## config.mk

```make
export PLATFORM = sky130hd
export DESIGN_NAME = random_bitmap_frame_allocator_core
export DESIGN_NICKNAME = d
export VERILOG_FILES = /design/src/rbfa_pkg.sv /design/src/rbfa_mod.sv /design/src/rbfa_dp.sv /design/src/rbfa_ctrl.sv /design/src/random_bitmap_frame_allocator_core.sv
export SDC_FILE = /design/constraint.sdc
export NUM_CORES = 1
export LEC_CHECK = 0
export BUFFER_PORTS_ARGS = -buffer_cell sky130_fd_sc_hd__buf_2
export CORE_MARGIN = 2
export CORE_UTILIZATION = 45
export CTS_CLUSTER_SIZE = 40
export DETAILED_ROUTE_END_ITERATION = 10
export PLACE_DENSITY = 0.68
export SETUP_SLACK_MARGIN = 0.3
export SYNTH_ARGS = -nofsm -noshare
export SYNTH_HDL_FRONTEND = slang
export SYNTH_SLANG_ARGS = --single-unit
export TNS_END_PERCENT = 20
```

## constraint.sdc

```tcl
create_clock -name clk -period 8.4 [get_ports clk]
set_input_delay 1.68 -clock clk [delete_from_list [all_inputs] [get_ports clk]]
set_output_delay 1.68 -clock clk [all_outputs]
set_load 0.005 [all_outputs]
```

## src/rbfa_pkg.sv

```systemverilog
// rbfa_pkg: shared types and constants for the random bitmap frame allocator
// no dependencies; used by every module of the allocator
`default_nettype none

package rbfa_pkg;

    localparam int RND_W   = 31;
    localparam int RND_CW  = $clog2(RND_W);
    localparam int FREE_W  = 7;
    localparam int FB_W    = 17;
    localparam int PS_W    = 32;
    localparam int IDX_W   = 6;
    localparam int CHUNK_W = 8;

    localparam logic [FREE_W-1:0] FRAMES_RESET = 7'd64;
    localparam logic [FB_W-1:0]   FBYTES_RESET = 17'd4096;

    localparam logic REG_FRAMES = 1'b0;
    localparam logic REG_FBYTES = 1'b1;

    typedef enum logic [1:0] {
        CMD_ALLOC = 2'd0,
        CMD_FREE  = 2'd1,
        CMD_COUNT = 2'd2,
        CMD_CHECK = 2'd3
    } cmd_t;

    typedef enum logic [1:0] {
        STAT_OK     = 2'd0,
        STAT_NOFREE = 2'd1,
        STAT_RANGE  = 2'd2
    } stat_t;

    typedef struct packed {
        logic load;
        logic count_step;
        logic div_start;
        logic nofree;
        logic search_step;
        logic free_apply;
        logic mul_step;
        logic result;
    } dp_cmd_t;

    typedef struct packed {
        cmd_t op;
        logic count_last;
        logic count_zero;
        logic search_hit;
        logic div_done;
    } dp_stat_t;

endpackage

`default_nettype wire

```

## src/rbfa_mod.sv

```systemverilog
// rbfa_mod: iterative remainder unit, one dividend bit per cycle
// depends on rbfa_pkg
`default_nettype none

module rbfa_mod
(
    input  wire logic                            clk,
    input  wire logic                            rst_n,
    input  wire logic                            start,
    input  wire logic [rbfa_pkg::RND_W-1:0]      dividend,
    input  wire logic [rbfa_pkg::FREE_W-1:0]     divisor,
    output logic                                 done,
    output logic [rbfa_pkg::FREE_W-1:0]          rem
);

    logic                             run_reg;
    logic [rbfa_pkg::RND_CW-1:0]      cnt_reg;
    logic                             done_reg;
    logic [rbfa_pkg::RND_W-1:0]       dvd_reg;
    logic [rbfa_pkg::FREE_W-1:0]      rem_reg;
    logic [rbfa_pkg::FREE_W:0]        trial;
    logic [rbfa_pkg::FREE_W:0]        diff;
    logic [rbfa_pkg::FREE_W-1:0]      rem_next;
    logic                             last;

    always_comb
    begin
        trial    = {rem_reg, dvd_reg[rbfa_pkg::RND_W-1]};
        diff     = trial - {1'b0, divisor};
        rem_next = (trial >= {1'b0, divisor}) ? diff[rbfa_pkg::FREE_W-1:0]
                                              : trial[rbfa_pkg::FREE_W-1:0];
        last     = (cnt_reg == rbfa_pkg::RND_CW'(rbfa_pkg::RND_W - 1));
    end

    always_ff @(posedge clk or negedge rst_n)
    begin
        if (!rst_n)
        begin
            run_reg  <= 1'b0;
            cnt_reg  <= '0;
            done_reg <= 1'b0;
        end
        else
        begin
            done_reg <= run_reg && last;
            if (start)
            begin
                run_reg <= 1'b1;
                cnt_reg <= '0;
            end
            else if (run_reg)
            begin
                cnt_reg <= cnt_reg + 1'b1;
                if (last)
                begin
                    run_reg <= 1'b0;
                end
            end
        end
    end

    always_ff @(posedge clk)
    begin
        if (start)
        begin
            dvd_reg <= dividend;
            rem_reg <= '0;
        end
        else if (run_reg)
        begin
            dvd_reg <= {dvd_reg[rbfa_pkg::RND_W-2:0], 1'b0};
            rem_reg <= rem_next;
        end
    end

    assign done = done_reg;
    assign rem  = rem_reg;

    a_rem_below_divisor: assert property (@(posedge clk) disable iff (!rst_n)
        done_reg |-> (rem_reg < divisor))
        else $error("remainder not below divisor");

endmodule

`default_nettype wire

```

## src/rbfa_dp.sv

```systemverilog
// rbfa_dp: datapath with busy map, config registers, count/search scan and fit check
// depends on rbfa_pkg and rbfa_mod
`default_nettype none

module rbfa_dp
#(
    parameter int MAX_FRAMES = 64
)
(
    input  wire logic                            clk,
    input  wire logic                            rst_n,
    input  wire logic [1:0]                      command,
    input  wire logic [rbfa_pkg::IDX_W-1:0]      frame_index,
    input  wire logic [rbfa_pkg::RND_W-1:0]      random_value,
    input  wire logic [rbfa_pkg::PS_W-1:0]       proc_size,
    input  wire logic                            cfg_we,
    input  wire logic                            cfg_index,
    input  wire logic [rbfa_pkg::FB_W-1:0]       cfg_data,
    input  wire rbfa_pkg::dp_cmd_t               ctl,
    output rbfa_pkg::dp_stat_t                   stat,
    output logic [1:0]                           status,
    output logic [rbfa_pkg::IDX_W-1:0]           granted_frame,
    output logic [rbfa_pkg::FREE_W-1:0]          free_total,
    output logic                                 fits
);

    localparam int NCH  = (MAX_FRAMES + rbfa_pkg::CHUNK_W - 1) / rbfa_pkg::CHUNK_W;
    localparam int CW   = (NCH > 1) ? $clog2(NCH) : 1;
    localparam int IW   = $clog2(MAX_FRAMES);
    localparam int XW   = (CW + 3 > rbfa_pkg::FREE_W) ? CW + 3 : rbfa_pkg::FREE_W;
    localparam int CAP  = (MAX_FRAMES < 127) ? MAX_FRAMES : 127;
    localparam int PADW = NCH * rbfa_pkg::CHUNK_W;
    localparam logic [rbfa_pkg::FREE_W-1:0] CAP7 = rbfa_pkg::FREE_W'(CAP);

    logic [rbfa_pkg::FREE_W-1:0]      frames_reg;
    logic [rbfa_pkg::FB_W-1:0]        fbytes_reg;
    logic [MAX_FRAMES-1:0]            busy_map_reg;
    logic [CW-1:0]                    chunk_reg;
    logic [rbfa_pkg::FREE_W-1:0]      acc_reg;

    rbfa_pkg::cmd_t                   op_reg;
    logic [rbfa_pkg::IDX_W-1:0]       idx_reg;
    logic [rbfa_pkg::RND_W-1:0]       rnd_reg;
    logic [rbfa_pkg::PS_W-1:0]        psize_reg;
    rbfa_pkg::stat_t                  status_reg;
    logic [XW-1:0]                    granted_reg;
    logic [rbfa_pkg::FREE_W-1:0]      free_reg;
    logic                             fits_reg;

    logic [rbfa_pkg::FREE_W-1:0]      n_frames;
    logic [PADW-1:0]                  busy_pad;
    logic [rbfa_pkg::CHUNK_W-1:0]     chunk_busy;
    logic [rbfa_pkg::CHUNK_W-1:0]     free_bits;
    logic [3:0]                       pc;
    logic [rbfa_pkg::FREE_W:0]        acc_sum;
    logic [rbfa_pkg::FREE_W:0]        rank;
    logic [2:0]                       sel;
    logic                             found;
    logic [XW-1:0]                    sel_index;
    logic [XW-1:0]                    idx_ext;
    logic                             in_range;
    logic [rbfa_pkg::FREE_W+rbfa_pkg::FB_W-1:0] prod;
    logic                             div_done;
    logic [rbfa_pkg::FREE_W-1:0]      target;

    always_comb
    begin
        n_frames = (frames_reg > CAP7) ? CAP7 : frames_reg;
        busy_pad = '1;
        busy_pad[MAX_FRAMES-1:0] = busy_map_reg;
        chunk_busy = busy_pad[{chunk_reg, 3'b000} +: rbfa_pkg::CHUNK_W];
        for (int j = 0; j < rbfa_pkg::CHUNK_W; j++)
        begin
            free_bits[j] = !chunk_busy[j]
                && (XW'({chunk_reg, 3'(j)}) < XW'(n_frames));
        end
        pc = '0;
        for (int j = 0; j < rbfa_pkg::CHUNK_W; j++)
        begin
            pc = pc + 4'(free_bits[j]);
        end
        acc_sum = {1'b0, acc_reg} + (rbfa_pkg::FREE_W+1)'(pc);
        rank  = {1'b0, acc_reg};
        sel   = '0;
        found = 1'b0;
        for (int j = 0; j < rbfa_pkg::CHUNK_W; j++)
        begin
            if (free_bits[j] && !found && (rank == {1'b0, target}))
            begin
                sel   = 3'(j);
                found = 1'b1;
            end
            if (free_bits[j])
            begin
                rank = rank + 1'b1;
            end
        end
        sel_index = XW'({chunk_reg, sel});
        idx_ext   = XW'(idx_reg);
        in_range  = idx_ext < XW'(n_frames);
        prod      = free_reg * fbytes_reg;
    end

    always_comb
    begin
        stat.op         = op_reg;
        stat.count_last = (chunk_reg == CW'(NCH - 1));
        stat.count_zero = (acc_sum == '0);
        stat.search_hit = ({1'b0, target} < acc_sum);
        stat.div_done   = div_done;
    end

    rbfa_mod u_mod
    (
        .clk      (clk),
        .rst_n    (rst_n),
        .start    (ctl.div_start),
        .dividend (rnd_reg),
        .divisor  (free_reg),
        .done     (div_done),
        .rem      (target)
    );

    always_ff @(posedge clk or negedge rst_n)
    begin
        if (!rst_n)
        begin
            frames_reg <= rbfa_pkg::FRAMES_RESET;
            fbytes_reg <= rbfa_pkg::FBYTES_RESET;
        end
        else if (cfg_we)
        begin
            if (cfg_index == rbfa_pkg::REG_FRAMES)
            begin
                frames_reg <= cfg_data[rbfa_pkg::FREE_W-1:0];
            end
            else
            begin
                fbytes_reg <= cfg_data;
            end
        end
    end

    always_ff @(posedge clk or negedge rst_n)
    begin
        if (!rst_n)
        begin
            busy_map_reg <= '0;
            chunk_reg    <= '0;
            acc_reg      <= '0;
        end
        else
        begin
            if (ctl.load || ctl.div_start)
            begin
                chunk_reg <= '0;
                acc_reg   <= '0;
            end
            else if (ctl.count_step || (ctl.search_step && !stat.search_hit))
            begin
                chunk_reg <= chunk_reg + 1'b1;
                acc_reg   <= acc_sum[rbfa_pkg::FREE_W-1:0];
            end
            if (ctl.search_step && stat.search_hit)
            begin
                busy_map_reg[sel_index[IW-1:0]] <= 1'b1;
            end
            if (ctl.free_apply && in_range)
            begin
                busy_map_reg[idx_ext[IW-1:0]] <= 1'b0;
            end
        end
    end

    always_ff @(posedge clk)
    begin
        if (ctl.load)
        begin
            op_reg      <= rbfa_pkg::cmd_t'(command);
            idx_reg     <= frame_index;
            rnd_reg     <= random_value;
            psize_reg   <= proc_size;
            status_reg  <= rbfa_pkg::STAT_OK;
            granted_reg <= '0;
            fits_reg    <= 1'b0;
        end
        if (ctl.count_step && stat.count_last)
        begin
            free_reg <= acc_sum[rbfa_pkg::FREE_W-1:0];
        end
        if (ctl.nofree)
        begin
            status_reg <= rbfa_pkg::STAT_NOFREE;
        end
        if (ctl.search_step && stat.search_hit)
        begin
            granted_reg <= sel_index;
            free_reg    <= free_reg - 1'b1;
        end
        if (ctl.free_apply)
        begin
            if (!in_range)
            begin
                status_reg <= rbfa_pkg::STAT_RANGE;
            end
            else if (busy_map_reg[idx_ext[IW-1:0]])
            begin
                free_reg <= free_reg + 1'b1;
            end
        end
        if (ctl.mul_step)
        begin
            fits_reg <= (rbfa_pkg::PS_W'(prod) >= psize_reg);
        end
    end

    assign status        = status_reg;
    assign granted_frame = granted_reg[rbfa_pkg::IDX_W-1:0];
    assign free_total    = free_reg;
    assign fits          = fits_reg;

    a_granted_busy: assert property (@(posedge clk) disable iff (!rst_n)
        (ctl.result && (op_reg == rbfa_pkg::CMD_ALLOC) && (status_reg == rbfa_pkg::STAT_OK))
        |-> busy_map_reg[granted_reg[IW-1:0]])
        else $error("granted frame not marked busy");

    a_free_bounded: assert property (@(posedge clk) disable iff (!rst_n)
        ctl.result |-> (free_reg <= n_frames))
        else $error("free total above frame count");

endmodule

`default_nettype wire

```

## src/rbfa_ctrl.sv

```systemverilog
// rbfa_ctrl: command sequencer for the allocator datapath
// depends on rbfa_pkg
`default_nettype none

module rbfa_ctrl
(
    input  wire logic                 clk,
    input  wire logic                 rst_n,
    input  wire logic                 start,
    input  wire rbfa_pkg::dp_stat_t   stat,
    output rbfa_pkg::dp_cmd_t         ctl,
    output logic                      busy,
    output logic                      done
);

    typedef enum logic [6:0] {
        S_IDLE   = 7'b0000001,
        S_COUNT  = 7'b0000010,
        S_DIV    = 7'b0000100,
        S_SEARCH = 7'b0001000,
        S_FREE   = 7'b0010000,
        S_MUL    = 7'b0100000,
        S_DONE   = 7'b1000000
    } state_t;

    state_t state_reg;
    state_t state_next;
    logic   count_end;
    logic   is_alloc;

    always_comb
    begin
        count_end  = (state_reg == S_COUNT) && stat.count_last;
        is_alloc   = (stat.op == rbfa_pkg::CMD_ALLOC);
        state_next = state_reg;
        unique case (state_reg)
            S_IDLE:
            begin
                if (start)
                begin
                    state_next = S_COUNT;
                end
            end
            S_COUNT:
            begin
                if (stat.count_last)
                begin
                    unique case (stat.op)
                        rbfa_pkg::CMD_ALLOC: state_next = stat.count_zero ? S_DONE : S_DIV;
                        rbfa_pkg::CMD_FREE:  state_next = S_FREE;
                        rbfa_pkg::CMD_COUNT: state_next = S_DONE;
                        rbfa_pkg::CMD_CHECK: state_next = S_MUL;
                        default:             state_next = S_DONE;
                    endcase
                end
            end
            S_DIV:
            begin
                if (stat.div_done)
                begin
                    state_next = S_SEARCH;
                end
            end
            S_SEARCH:
            begin
                if (stat.search_hit)
                begin
                    state_next = S_DONE;
                end
            end
            S_FREE:  state_next = S_DONE;
            S_MUL:   state_next = S_DONE;
            S_DONE:  state_next = S_IDLE;
            default: state_next = S_IDLE;
        endcase
    end

    always_ff @(posedge clk or negedge rst_n)
    begin
        if (!rst_n)
        begin
            state_reg <= S_IDLE;
        end
        else
        begin
            state_reg <= state_next;
        end
    end

    always_comb
    begin
        ctl.load        = (state_reg == S_IDLE) && start;
        ctl.count_step  = (state_reg == S_COUNT);
        ctl.div_start   = count_end && is_alloc && !stat.count_zero;
        ctl.nofree      = count_end && is_alloc && stat.count_zero;
        ctl.search_step = (state_reg == S_SEARCH);
        ctl.free_apply  = (state_reg == S_FREE);
        ctl.mul_step    = (state_reg == S_MUL);
        ctl.result      = (state_reg == S_DONE);
    end

    assign busy = (state_reg != S_IDLE);
    assign done = (state_reg == S_DONE);

    a_done_then_idle: assert property (@(posedge clk) disable iff (!rst_n)
        done |=> !busy)
        else $error("block still busy after result");

    a_start_goes_busy: assert property (@(posedge clk) disable iff (!rst_n)
        (start && !busy) |=> (busy && !done))
        else $error("accepted command did not start");

    a_search_after_div: assert property (@(posedge clk) disable iff (!rst_n)
        ((state_reg == S_SEARCH) && !$past(state_reg == S_SEARCH)) |-> $past(stat.div_done))
        else $error("search entered without remainder");

endmodule

`default_nettype wire

```

## src/random_bitmap_frame_allocator_core.sv

```systemverilog
// random_bitmap_frame_allocator_core: top level of the random bitmap frame allocator
// depends on rbfa_pkg, rbfa_ctrl and rbfa_dp
//
// One command at a time: a command is taken when start is high and busy is low, and its
// single result appears on status, granted_frame, free_total and fits for exactly one
// cycle with done high; the receiver cannot stall it. Every command first scans the busy
// map eight frames per cycle. Count, and allocate with no free frame, then go straight to
// the result; free passes through a free step and check through a multiply step, which
// multiplies the free total by the frame size once. Allocate with a free frame adds a
// remainder unit that takes one bit of random_value per cycle, then a rank search over
// the chunks that stops at the chunk holding the chosen frame, and then the result.
// Configuration writes are always ready and are to be made while busy is low.
// The busy map is cleared by reset directly.
`default_nettype none

module random_bitmap_frame_allocator_core
#(
    parameter int MAX_FRAMES = 64
)
(
    input  wire logic                            clk,
    input  wire logic                            rst_n,
    input  wire logic                            start,
    output logic                                 busy,
    input  wire logic [1:0]                      command,
    input  wire logic [rbfa_pkg::IDX_W-1:0]      frame_index,
    input  wire logic [rbfa_pkg::RND_W-1:0]      random_value,
    input  wire logic [rbfa_pkg::PS_W-1:0]       proc_size,
    output logic                                 done,
    output logic [1:0]                           status,
    output logic [rbfa_pkg::IDX_W-1:0]           granted_frame,
    output logic [rbfa_pkg::FREE_W-1:0]          free_total,
    output logic                                 fits,
    input  wire logic                            cfg_valid,
    output logic                                 cfg_ready,
    input  wire logic                            cfg_index,
    input  wire logic [rbfa_pkg::FB_W-1:0]       cfg_data
);

    rbfa_pkg::dp_cmd_t  ctl;
    rbfa_pkg::dp_stat_t stat;

    assign cfg_ready = 1'b1;

    rbfa_ctrl u_ctrl
    (
        .clk   (clk),
        .rst_n (rst_n),
        .start (start),
        .stat  (stat),
        .ctl   (ctl),
        .busy  (busy),
        .done  (done)
    );

    rbfa_dp
    #(
        .MAX_FRAMES (MAX_FRAMES)
    )
    u_dp
    (
        .clk           (clk),
        .rst_n         (rst_n),
        .command       (command),
        .frame_index   (frame_index),
        .random_value  (random_value),
        .proc_size     (proc_size),
        .cfg_we        (cfg_valid && cfg_ready),
        .cfg_index     (cfg_index),
        .cfg_data      (cfg_data),
        .ctl           (ctl),
        .stat          (stat),
        .status        (status),
        .granted_frame (granted_frame),
        .free_total    (free_total),
        .fits          (fits)
    );

endmodule

`default_nettype wire

```

==> results.md, run 1 <==
- Max stage delay on crit path: 0.61 ns
- Synth-to-layout area growth: 12.10%
- Vias/cell: 5.779
- Area post-placement: ~19,000 sq um
- Fin Setup TNS: 0 ns
- Clk pin slew, worst setup/hold paths: 0.06 ns
- Drt pass-1 iters: 5
- Number of synthesized flops with an enable pin: between 100 and 150
- Number of antenna violations at the first check in global routing: 0
- WP data required: about 8.9 ns
- Post-DP HPWL: 36.80 mm
- CP top delay family: simple AND/OR/NAND/NOR gates
- Tightest Hold Check Type: reg2reg
- Fillcell total: 3,626
- Met2 Wirelength: 22.72 mm
- Clock latency on the worst-skew pair: roughly 0.55 ns
- GRT overflow: 0
- Fin nets: 2,289
- First-pass GRT wire length: 80.83 mm
- Hold path start: u_dp.u_mod.done
- Worst Setup SP: u_dp.frames_reg[6]
- Commonest non-fill, non-tap cells in the layout: nand2_1 (265), inv_1 (170), a21oi_1 (152)
- Netlist cell types: 95
- RSZ-0062 raised after global routing: yes
- Wl on met1: 21.60 mm
- Clock sinks: 237
- Sequential fraction of the synthesis area: between 30% and 40%
- Final setup violation count: 0
- Measured slew at the worst slew-check pin: roughly 1.0 ns
- Placer Congestion: 0.9670
- TritonCTS clock tree: built
- GR Util All Layers: 24.45%
- CTS HTree Levels: 1
- DIE WIDTH: slightly above 200 microns
- Min Tclk post-route: 7.778 ns
- Die ar.: 41,640 sq um
- Synth warn: 0
- Final period util: 92.60%
- Final hold violations: 0
- Die Ht: 204.1 microns
- Status: finished clean
- Per-cell routed wire length: 19.43 microns
- Initial Util: 45.43%
- Syn_nets: 2,195
- Top FF cell, synth: edfxtp_1
- Most common cell after layout, fill and taps aside: nand2_1
- Slew headroom: 31.30%
- Routed wire length: 49.58 mm
- Critical R2R Capture: u_dp.busy_map_reg[24]
- Worst reg2reg startpoint: u_dp.frames_reg[6]
- Met3 wire length: 3.772 mm
- Design Area, Final: 20,190 sq um
- Post-synth ARST share: 47.26%
- Post-Syn Instances: 1,914
- Max FFs per register: 64
- # port buffers: 110
- CP most frequent cell: ha_1
- Antenna cells: 0
- Core footprint: 39,640 sq um
- Worst Setup End Kind: flop
- Vias in the first global route: 14,780
- Stages on worst setup path: 30
- Path depth of the worst reg2reg path: 30
- Vias: 14,750
- Worst path bufs/invs: 4
- Core Rows: 73
- Fmax: 128.6 MHz
- Root Driver: clkbuf_16
- Ports: roughly 110
- Post-Syn Area: 18,010 sq um
- Worst path slowest cell: or4_4
- CTS buffer count: 26
- Routed Antenna Nets: 0
- Mapped Avg Cell Area: 9.409 sq um
- Largest net degree at the start of global routing: 74
- Max-cap violations: 0
- Startpoint Class: flop
- Clock Tree Buf Depth: 3
- Initial detailed-routing violation count: 1,146
- R2R setup slack: around 0.62 ns
- FF+latch area: 6401 sq um
- Share of layout cells above drive strength 1: ~15%
- WP data arrival: 8.24 ns
- Worst Path Max Fanout: 8
- Final Core Density: roughly half
- Area of the multi-input gates: 10,710 sq um
- Max Slew Vio Count: 0
- Synth Register Bits: between 200 and 250
- Max layer used: met4
- Residual DRC: 0
- Hold-fix buffers, CTS: 0
- Critical path type: reg2reg
- Worst setup path endpoint: u_dp.busy_map_reg[24]
- Post-Route Skew: ~0.0095 ns
==> cells by family after synthesis <==
family                     Yosys count  synth area share (%)
and+or+nand+nor                    660                 18.07
muxes                               51                 3.765
DFF                                237                 35.54
AOI/OAI and AO/OA                  405                 14.44
adders and majority gates          188                 16.40
buffers and inverters              264                 5.641
other                                1               0.02082
xor gates and xnor gates           108                 6.135
==> per-layer routing <==
metal  track usage [%]  vias up
met3             3.508       93
met1             34.23     7124
met5                 0        -
li1                  -     6917
met2             39.37      614
met4             7.557        0
==> what timing repair did <==
| item | 4_1_cts | 5_1_grt |
|---|---|---|
| pin swaps | 0 | 2 |
| endpoints found under the setup margin | 18 | 94 |
| gates cloned | 0 | 0 |
| resized for setup | 3 | 18 |
| buffers inserted | 0 | 5 |
==> cell type report <==
| class | instances | area share [%] |
|---|---|---|
| multi-input combinational | 1413 | 53.03 |
| sequential | 237 | 31.71 |
| timing repair buffer | 155 | 4.481 |
| clock buffer | 32 | 3.588 |
| inverter | 175 | 3.272 |
| tap | 525 | 3.254 |
| clock inverter | 15 | 0.6632 |
==> stage by stage <==
stage,cells,setup slack (ns),hold WS [ns]
after floorplan,1914,0.5753,0.4527
after global placement,2500,0.3172,0.4689
after detailed placement,2500,0.1996,0.4891
after CTS,2547,0.3008,0.4997
after global routing,2552,0.2522,0.5162
final,2552,0.6218,0.4982
==> worst min path at each step <==
stage | cells past startpoint | slack, ns | end
after global placement | 1 | 0.47 | u_dp.status[1]
final | 1 | 0.50 | u_ctrl.state_reg[2]
after CTS | 1 | 0.50 | u_ctrl.state_reg[2]
after floorplan | 2 | 0.45 | u_dp.status[0]
after global routing | 2 | 0.52 | u_dp.u_mod.dvd_reg[3]
after detailed placement | 1 | 0.49 | u_ctrl.state_reg[2]
==> cell usage after synthesis, types with 5 or more instances <==
| cell type | number | area share [%] |
|---|---|---|
| nand2_1 | 266 | 5.5 |
| inv_1 | 173 | 3.6 |
| a21oi_1 | 153 | 4.3 |
| dfrtp_1 | 109 | 15 |
| edfxtp_1 | 109 | 18 |
| ha_1 | 108 | 7.5 |
| nor2_1 | 97 | 2.0 |
| fa_1 | 80 | 8.9 |
| xnor2_1 | 70 | 3.4 |
| clkbuf_1 | 69 | 1.4 |
| nor3_1 | 55 | 1.5 |
| o21ai_0 | 54 | 1.5 |
| and2_1 | 44 | 1.5 |
| o22ai_1 | 32 | 1.1 |
| mux2_2 | 30 | 1.9 |
| nand3_1 | 30 | 0.83 |
| nor2b_1 | 27 | 0.94 |
| xor2_1 | 26 | 1.3 |
| a21o_1 | 25 | 1.0 |
| nand4_1 | 22 | 0.76 |
| or3_1 | 20 | 0.69 |
| nor4_1 | 19 | 0.66 |
| nand2b_1 | 18 | 0.63 |
| dfxtp_1 | 16 | 1.8 |
| a211oi_1 | 14 | 0.58 |
| o31ai_1 | 13 | 0.54 |
| and3_1 | 12 | 0.42 |
| o221ai_1 | 11 | 0.53 |
| a31oi_1 | 10 | 0.35 |
| mux2i_1 | 10 | 0.56 |
| o211ai_1 | 10 | 0.42 |
| buf_1 | 9 | 0.19 |
| mux4_2 | 9 | 1.1 |
| o21a_1 | 9 | 0.38 |
| buf_2 | 8 | 0.22 |
| nand3b_1 | 8 | 0.33 |
| o22a_1 | 8 | 0.39 |
| a21boi_0 | 7 | 0.29 |
| a22oi_1 | 7 | 0.29 |
| and4_1 | 7 | 0.34 |
| or4_1 | 7 | 0.29 |
| nor3b_1 | 6 | 0.25 |
| or2_2 | 5 | 0.17 |
| xnor3_1 | 5 | 0.63 |
Power of run 1 is not shown: default switching activity piles up to over one toggle a cycle in this logic, so the estimate is an artifact.
==> inputs of run 2 (changes only) <==
--- a/config.mk
+++ b/config.mk
@@ -7,10 +7,10 @@
 export LEC_CHECK = 0
 export BUFFER_PORTS_ARGS = -buffer_cell sky130_fd_sc_hd__buf_2
 export CORE_MARGIN = 2
-export CORE_UTILIZATION = 45
+export CORE_UTILIZATION = 39
 export CTS_CLUSTER_SIZE = 40
 export DETAILED_ROUTE_END_ITERATION = 10
-export PLACE_DENSITY = 0.68
+export PLACE_DENSITY = 0.61
 export SETUP_SLACK_MARGIN = 0.3
 export SYNTH_ARGS = -nofsm -noshare
 export SYNTH_HDL_FRONTEND = slang
==> results.md, run 2 (synthesized netlist as in run 1, its figures left out) <==
- Min Tclk post-route: 7.668 ns
- Clock sinks: 237
- Initial detailed-routing violation count: 1,004
- Fin Hold WS: about 0.46 ns
- First-pass GRT wire length: 80.63 mm
- Worst Setup End Kind: flop
- Final hold violations: 0
- Vias/cell: 5.555
- Drt pass-1 iters: 5
- Clock latency on the worst-skew pair: around 0.56 ns
- Core footprint: 45,480 sq um
- Measured slew at the worst slew-check pin: 1.281 ns
- Die Ht: 218.9 microns
- Tightest Hold Check Type: reg2reg
- Critical path type: reg2reg
- Post-DP HPWL: 37.94 mm
- Max Slew Vio Count: 0
- Max-cap violations: 0
- CP most frequent cell: ha_1
- Number of antenna violations at the first check in global routing: 6
- WP data arrival: approximately 8 ns
- Die ar.: ~48,000 sq um
- WHS Path Cells: 2
- Commonest non-fill, non-tap cells in the layout: nand2_1 (265), inv_1 (170), a21oi_1 (153)
- Root Driver: clkbuf_16
- WHS Endpoint: u_dp.status[0]
- Max FFs per register: 64
- Worst reg2reg startpoint: u_dp.frames_reg[6]
- Core Rows: 78
- Initial Util: between 30% and 40%
- Clk pin slew, worst setup/hold paths: around 0.070 ns
- Hold path start: u_dp.status[0]
- Critical R2R Capture: u_dp.granted_reg[1]
- Synth-to-layout area growth: 12.95%
- Fin Setup TNS: 0 ns
- Final setup violation count: 0
- Final period util: 91.29%
- Residual DRC: 0
- Fin nets: 2,294
- Worst Path Max Fanout: 12
- Fmax: 130.4 MHz
- Max stage delay on crit path: 0.54 ns
- Most common cell after layout, fill and taps aside: nand2_1
- Routed Antenna Nets: 0
- Path depth of the worst reg2reg path: 32
- Slew headroom: 14.42%
- # port buffers: 110
- CTS buffer count: 27
- Startpoint Class: flop
- Vias in the first global route: 14,710
- Routed wire length: 49.80 mm
- Vias: approximately 15,000
- Fillcell total: approximately 4,400
- WP data required: 8.78 ns
- RSZ-0062 raised after global routing: no
- GRT overflow: 0
- Clock Tree Buf Depth: 3
- Post-Route Skew: 0.01567 ns
- Largest net degree at the start of global routing: 73
- Status: finished clean
- Share of layout cells above drive strength 1: 14.76%
- TritonCTS clock tree: built
- Hold-fix buffers, CTS: 0
- DIE WIDTH: between 200 and 250 microns
- R2R setup slack: about 0.73 ns
- Ports: about 110
- CTS HTree Levels: 1
- GR Util All Layers: a little over a fifth
- Placer Congestion: around 0.92
- Per-cell routed wire length: roughly 19 microns
- Worst path slowest cell: dfstp_2
run 2: what timing repair did:
item,in CTS,in global routing
resized for setup,3,15
setup endpoints to repair,67,89
pin swaps,0,1
hold endpoints to repair,0,0
setup buffers,0,3
run 2: how the worst max path moves through the flow:
stage	start	end	slack, ns	cells after the start
after floorplan	u_dp.frames_reg[6]	u_dp.busy_map_reg[1]	0.58	34
after global placement	u_dp.frames_reg[6]	u_dp.busy_map_reg[46]	0.34	33
after detailed placement	u_dp.frames_reg[6]	u_dp.busy_map_reg[46]	0.10	33
after CTS	u_dp.frames_reg[6]	u_dp.busy_map_reg[24]	0.39	29
after global routing	u_dp.frames_reg[6]	u_dp.busy_map_reg[28]	0.30	33
final	u_dp.frames_reg[6]	u_dp.granted_reg[1]	0.73	32
run 2: routing by layer:
| layer | wire (microns) | part of all wire (%) | global-route usage, % |
|---|---|---|---|
| met1 | 22190 | 45 | 29.33 |
| met2 | 22860 | 46 | 33.86 |
| met3 | 3280 | 6.6 | 3.313 |
| met4 | 1436 | 2.9 | 7.297 |
| met5 | 34 | 0.068 | 0 |
run 2: area by class of cell:
type / instances / area (sq um) / share of cell area, %
clock buffer: 32 / 704.4 / 3.463
multi-input combinational: 1413 / 10670 / 52.47
antenna: 4 / 10.01 / 0.04921
tap: 600 / 750.7 / 3.690
inverter: 175 / 660.6 / 3.248
timing repair buffer: 159 / 920.9 / 4.527
clock inverter: 17 / 216.5 / 1.064
sequential: 237 / 6405 / 31.49
run 2: through the flow:
| stage | std cells | worst slack (ns) | cell area (sq um) | util [%] |
|---|---|---|---|---|
| 2_1_floorplan | 1914 | 0.5753 | 18010 | - |
| 6_report | 2637 | 0.7319 | 20340 | 44.73 |
| 3_3_place_gp | 2581 | 0.3391 | 19330 | 42.50 |
| 5_1_grt | 2635 | 0.3023 | 20340 | 44.72 |
| 4_1_cts | 2630 | 0.3887 | 20260 | 44.55 |
| 3_5_place_dp | 2581 | 0.1024 | 19330 | 42.50 |
run 2: critical path, delay by kind of cell (launching register included):
family	cells	cell delay (ns)
buf+inv	4	0.61
mux	2	0.58
flops	1	0.54
simple gates	13	2.59
compound gates	6	1.10
fa+ha+maj	7	2.07
Power of run 2 is left out for the same reason.
==> inputs of run 3 (changes only) <==
--- a/config.mk
+++ b/config.mk
@@ -6,11 +6,12 @@
 export NUM_CORES = 1
 export LEC_CHECK = 0
 export BUFFER_PORTS_ARGS = -buffer_cell sky130_fd_sc_hd__buf_2
+export CORE_ASPECT_RATIO = 0.75
 export CORE_MARGIN = 2
-export CORE_UTILIZATION = 39
+export CORE_UTILIZATION = 45
 export CTS_CLUSTER_SIZE = 40
 export DETAILED_ROUTE_END_ITERATION = 10
-export PLACE_DENSITY = 0.61
+export PLACE_DENSITY = 0.68
 export SETUP_SLACK_MARGIN = 0.3
 export SYNTH_ARGS = -nofsm -noshare
 export SYNTH_HDL_FRONTEND = slang
==> results.md, run 3 (synthesized netlist as in run 1, its figures left out) <==
- Final period util: 92.79%
- Critical R2R Capture: u_dp.busy_map_reg[8]
- Worst path slowest cell: dfstp_2
- Core Rows: 63
- TritonCTS clock tree: built
- Share of layout cells above drive strength 1: approximately 15%
- Worst Setup End Kind: flop
- Max-cap violations: 0
- Min Tclk post-route: slightly below 8 ns
- Vias in the first global route: 14,510
- Synth-to-layout area growth: 13.02%
- Clock latency on the worst-skew pair: 0.58 ns
- Status: finished clean
- Initial Util: ~46%
- Vias/cell: 5.925
- Clock sinks: 237
- CTS HTree Levels: 1
- Core footprint: a little under 40,000 sq um
- Drt pass-1 iters: 6
- GRT overflow: 0
- CP top delay family: simple AND/OR/NAND/NOR gates
- Tightest Hold Check Type: reg2reg
- Die ar.: 41,650 sq um
- Max Slew Vio Count: 0
- R2R setup slack: 0.61 ns
- Number of antenna violations at the first check in global routing: 0
- # port buffers: 110
- Critical path type: reg2reg
- Path depth of the worst reg2reg path: 30
- Fin Setup TNS: 0 ns
- First-pass GRT wire length: 83.40 mm
- Vias: 15,200
- Worst Path Max Fanout: 12
- Fin nets: ~2,300
- Ports: between 100 and 150
- Cells after DPL: approximately 2,500
- Hold-fix buffers, CTS: 0
- Measured slew at the worst slew-check pin: 1.125 ns
- RSZ-0062 raised after global routing: yes
- Worst path bufs/invs: 4
- CP most frequent cell: ha_1
- WP data required: about 9 ns
- GR Util All Layers: 25.47%
- Clock Tree Buf Depth: 3
- Final setup violation count: 0
- Max stage delay on crit path: 0.61 ns
- Per-cell routed wire length: 20.84 microns
- Post-Route Skew: ~0.013 ns
- Post-DP HPWL: 39.79 mm
- Startpoint Class: flop
- Worst reg2reg startpoint: u_dp.frames_reg[6]
- Die Ht: 177.3 microns
- DIE WIDTH: 235 microns
- WHS Path Cells: 2
- WP data arrival: 8.29 ns
- Fmax: 128.3 MHz
- Commonest non-fill, non-tap cells in the layout: nand2_1 (264), inv_1 (170), a21oi_1 (152)
- Routed wire length: 53.45 mm
- Fillcell total: 3,588
- Most common cell after layout, fill and taps aside: nand2_1
- Routed Antenna Nets: 0
- Initial detailed-routing violation count: 1,847
- Slew headroom: 24.45%
- GR Util met1: 38.97%
- WHS Endpoint: u_dp.status[0]
- Placer Congestion: 0.9694
- Max FFs per register: 64
- Most used routing layer: met1
- Met3 Track Usage GR: just under 8%
- Root Driver: clkbuf_16
- Clk pin slew, worst setup/hold paths: ~0.060 ns
- Residual DRC: 0
- Hold path start: u_dp.status[0]
- CTS buffer count: 27
- GR Util met2: about a third
- Largest net degree at the start of global routing: 74
- Final hold violations: 0
- Post-Layout Cell Count: 2,565
-- run 3: cell count changes in the layout (fill, tap and decap cells not counted), sizes merged --
cell and delta:
buf +10, bufinv -2, clkbuf +5, diode -3, inv -2
-- run 3: timing repair --
action	CTS	global route
setup buffers	0	13
gates cloned	0	0
pin swaps	0	8
endpoints found under the setup margin	50	92
gates resized for setup	5	31
-- run 3: worst register-to-register path, delay by kind of cell, from the launching register on --
kind | cells | cell delay [ns]
AO/OA/AOI/OAI | 5 | 0.79
XOR/XNOR | 1 | 0.13
adder cells (fa/ha/maj) | 5 | 1.54
buffers and inverters | 4 | 0.63
flip-flops | 1 | 0.61
multiplexers | 1 | 0.27
AND/OR/NAND/NOR | 14 | 3.76
-- run 3: how the worst max path moves through the flow --
stage	start	end	slack (ns)	cells past startpoint
2_1_floorplan	u_dp.frames_reg[6]	u_dp.busy_map_reg[1]	0.58	34
3_3_place_gp	u_dp.chunk_reg[2]	u_dp.busy_map_reg[32]	0.38	29
3_5_place_dp	u_dp.frames_reg[6]	u_dp.busy_map_reg[46]	0.24	32
4_1_cts	u_dp.frames_reg[6]	u_dp.busy_map_reg[8]	0.34	29
5_1_grt	u_dp.frames_reg[6]	u_dp.free_total[6]	0.21	33
6_report	u_dp.frames_reg[6]	u_dp.busy_map_reg[8]	0.61	30
-- run 3: per-layer routing --
metal  wire [microns]  part of all wire [%]  vias up
li1                 -                     -     6945
met1            24970                    47     7397
met2            21300                    40      775
met3             6234                    12       80
met4              937                   1.8        0
met5                0                     0        -
-- run 3: final cells by class --
| cell class | count | area [sq um] | area share (%) |
|---|---|---|---|
| Multi-Input combinational cell | 1413 | 10740 | 52.77 |
| Sequential cell | 237 | 6401 | 31.45 |
| Timing Repair Buffer | 169 | 1003 | 4.930 |
| Clock buffer | 37 | 753.2 | 3.701 |
| Inverter | 175 | 664.4 | 3.264 |
| Tap cell | 520 | 650.6 | 3.196 |
| Clock inverter | 13 | 137.6 | 0.6762 |
| Antenna cell | 1 | 2.502 | 0.01229 |
-- run 3: per-stage QoR --
| stage | util [%] | area (sq um) | worst slack, ns | hold WS, ns |
|---|---|---|---|---|
| after floorplan | - | 18010 | 0.5753 | 0.4527 |
| after global placement | 48.64 | 19210 | 0.3832 | 0.4484 |
| after detailed placement | 48.64 | 19210 | 0.2423 | 0.4545 |
| after CTS | 50.96 | 20120 | 0.3439 | 0.4646 |
| after global routing | 51.54 | 20350 | 0.2105 | 0.4915 |
| final | 51.54 | 20350 | 0.6056 | 0.4696 |
Power of run 3 is left out for the same reason.
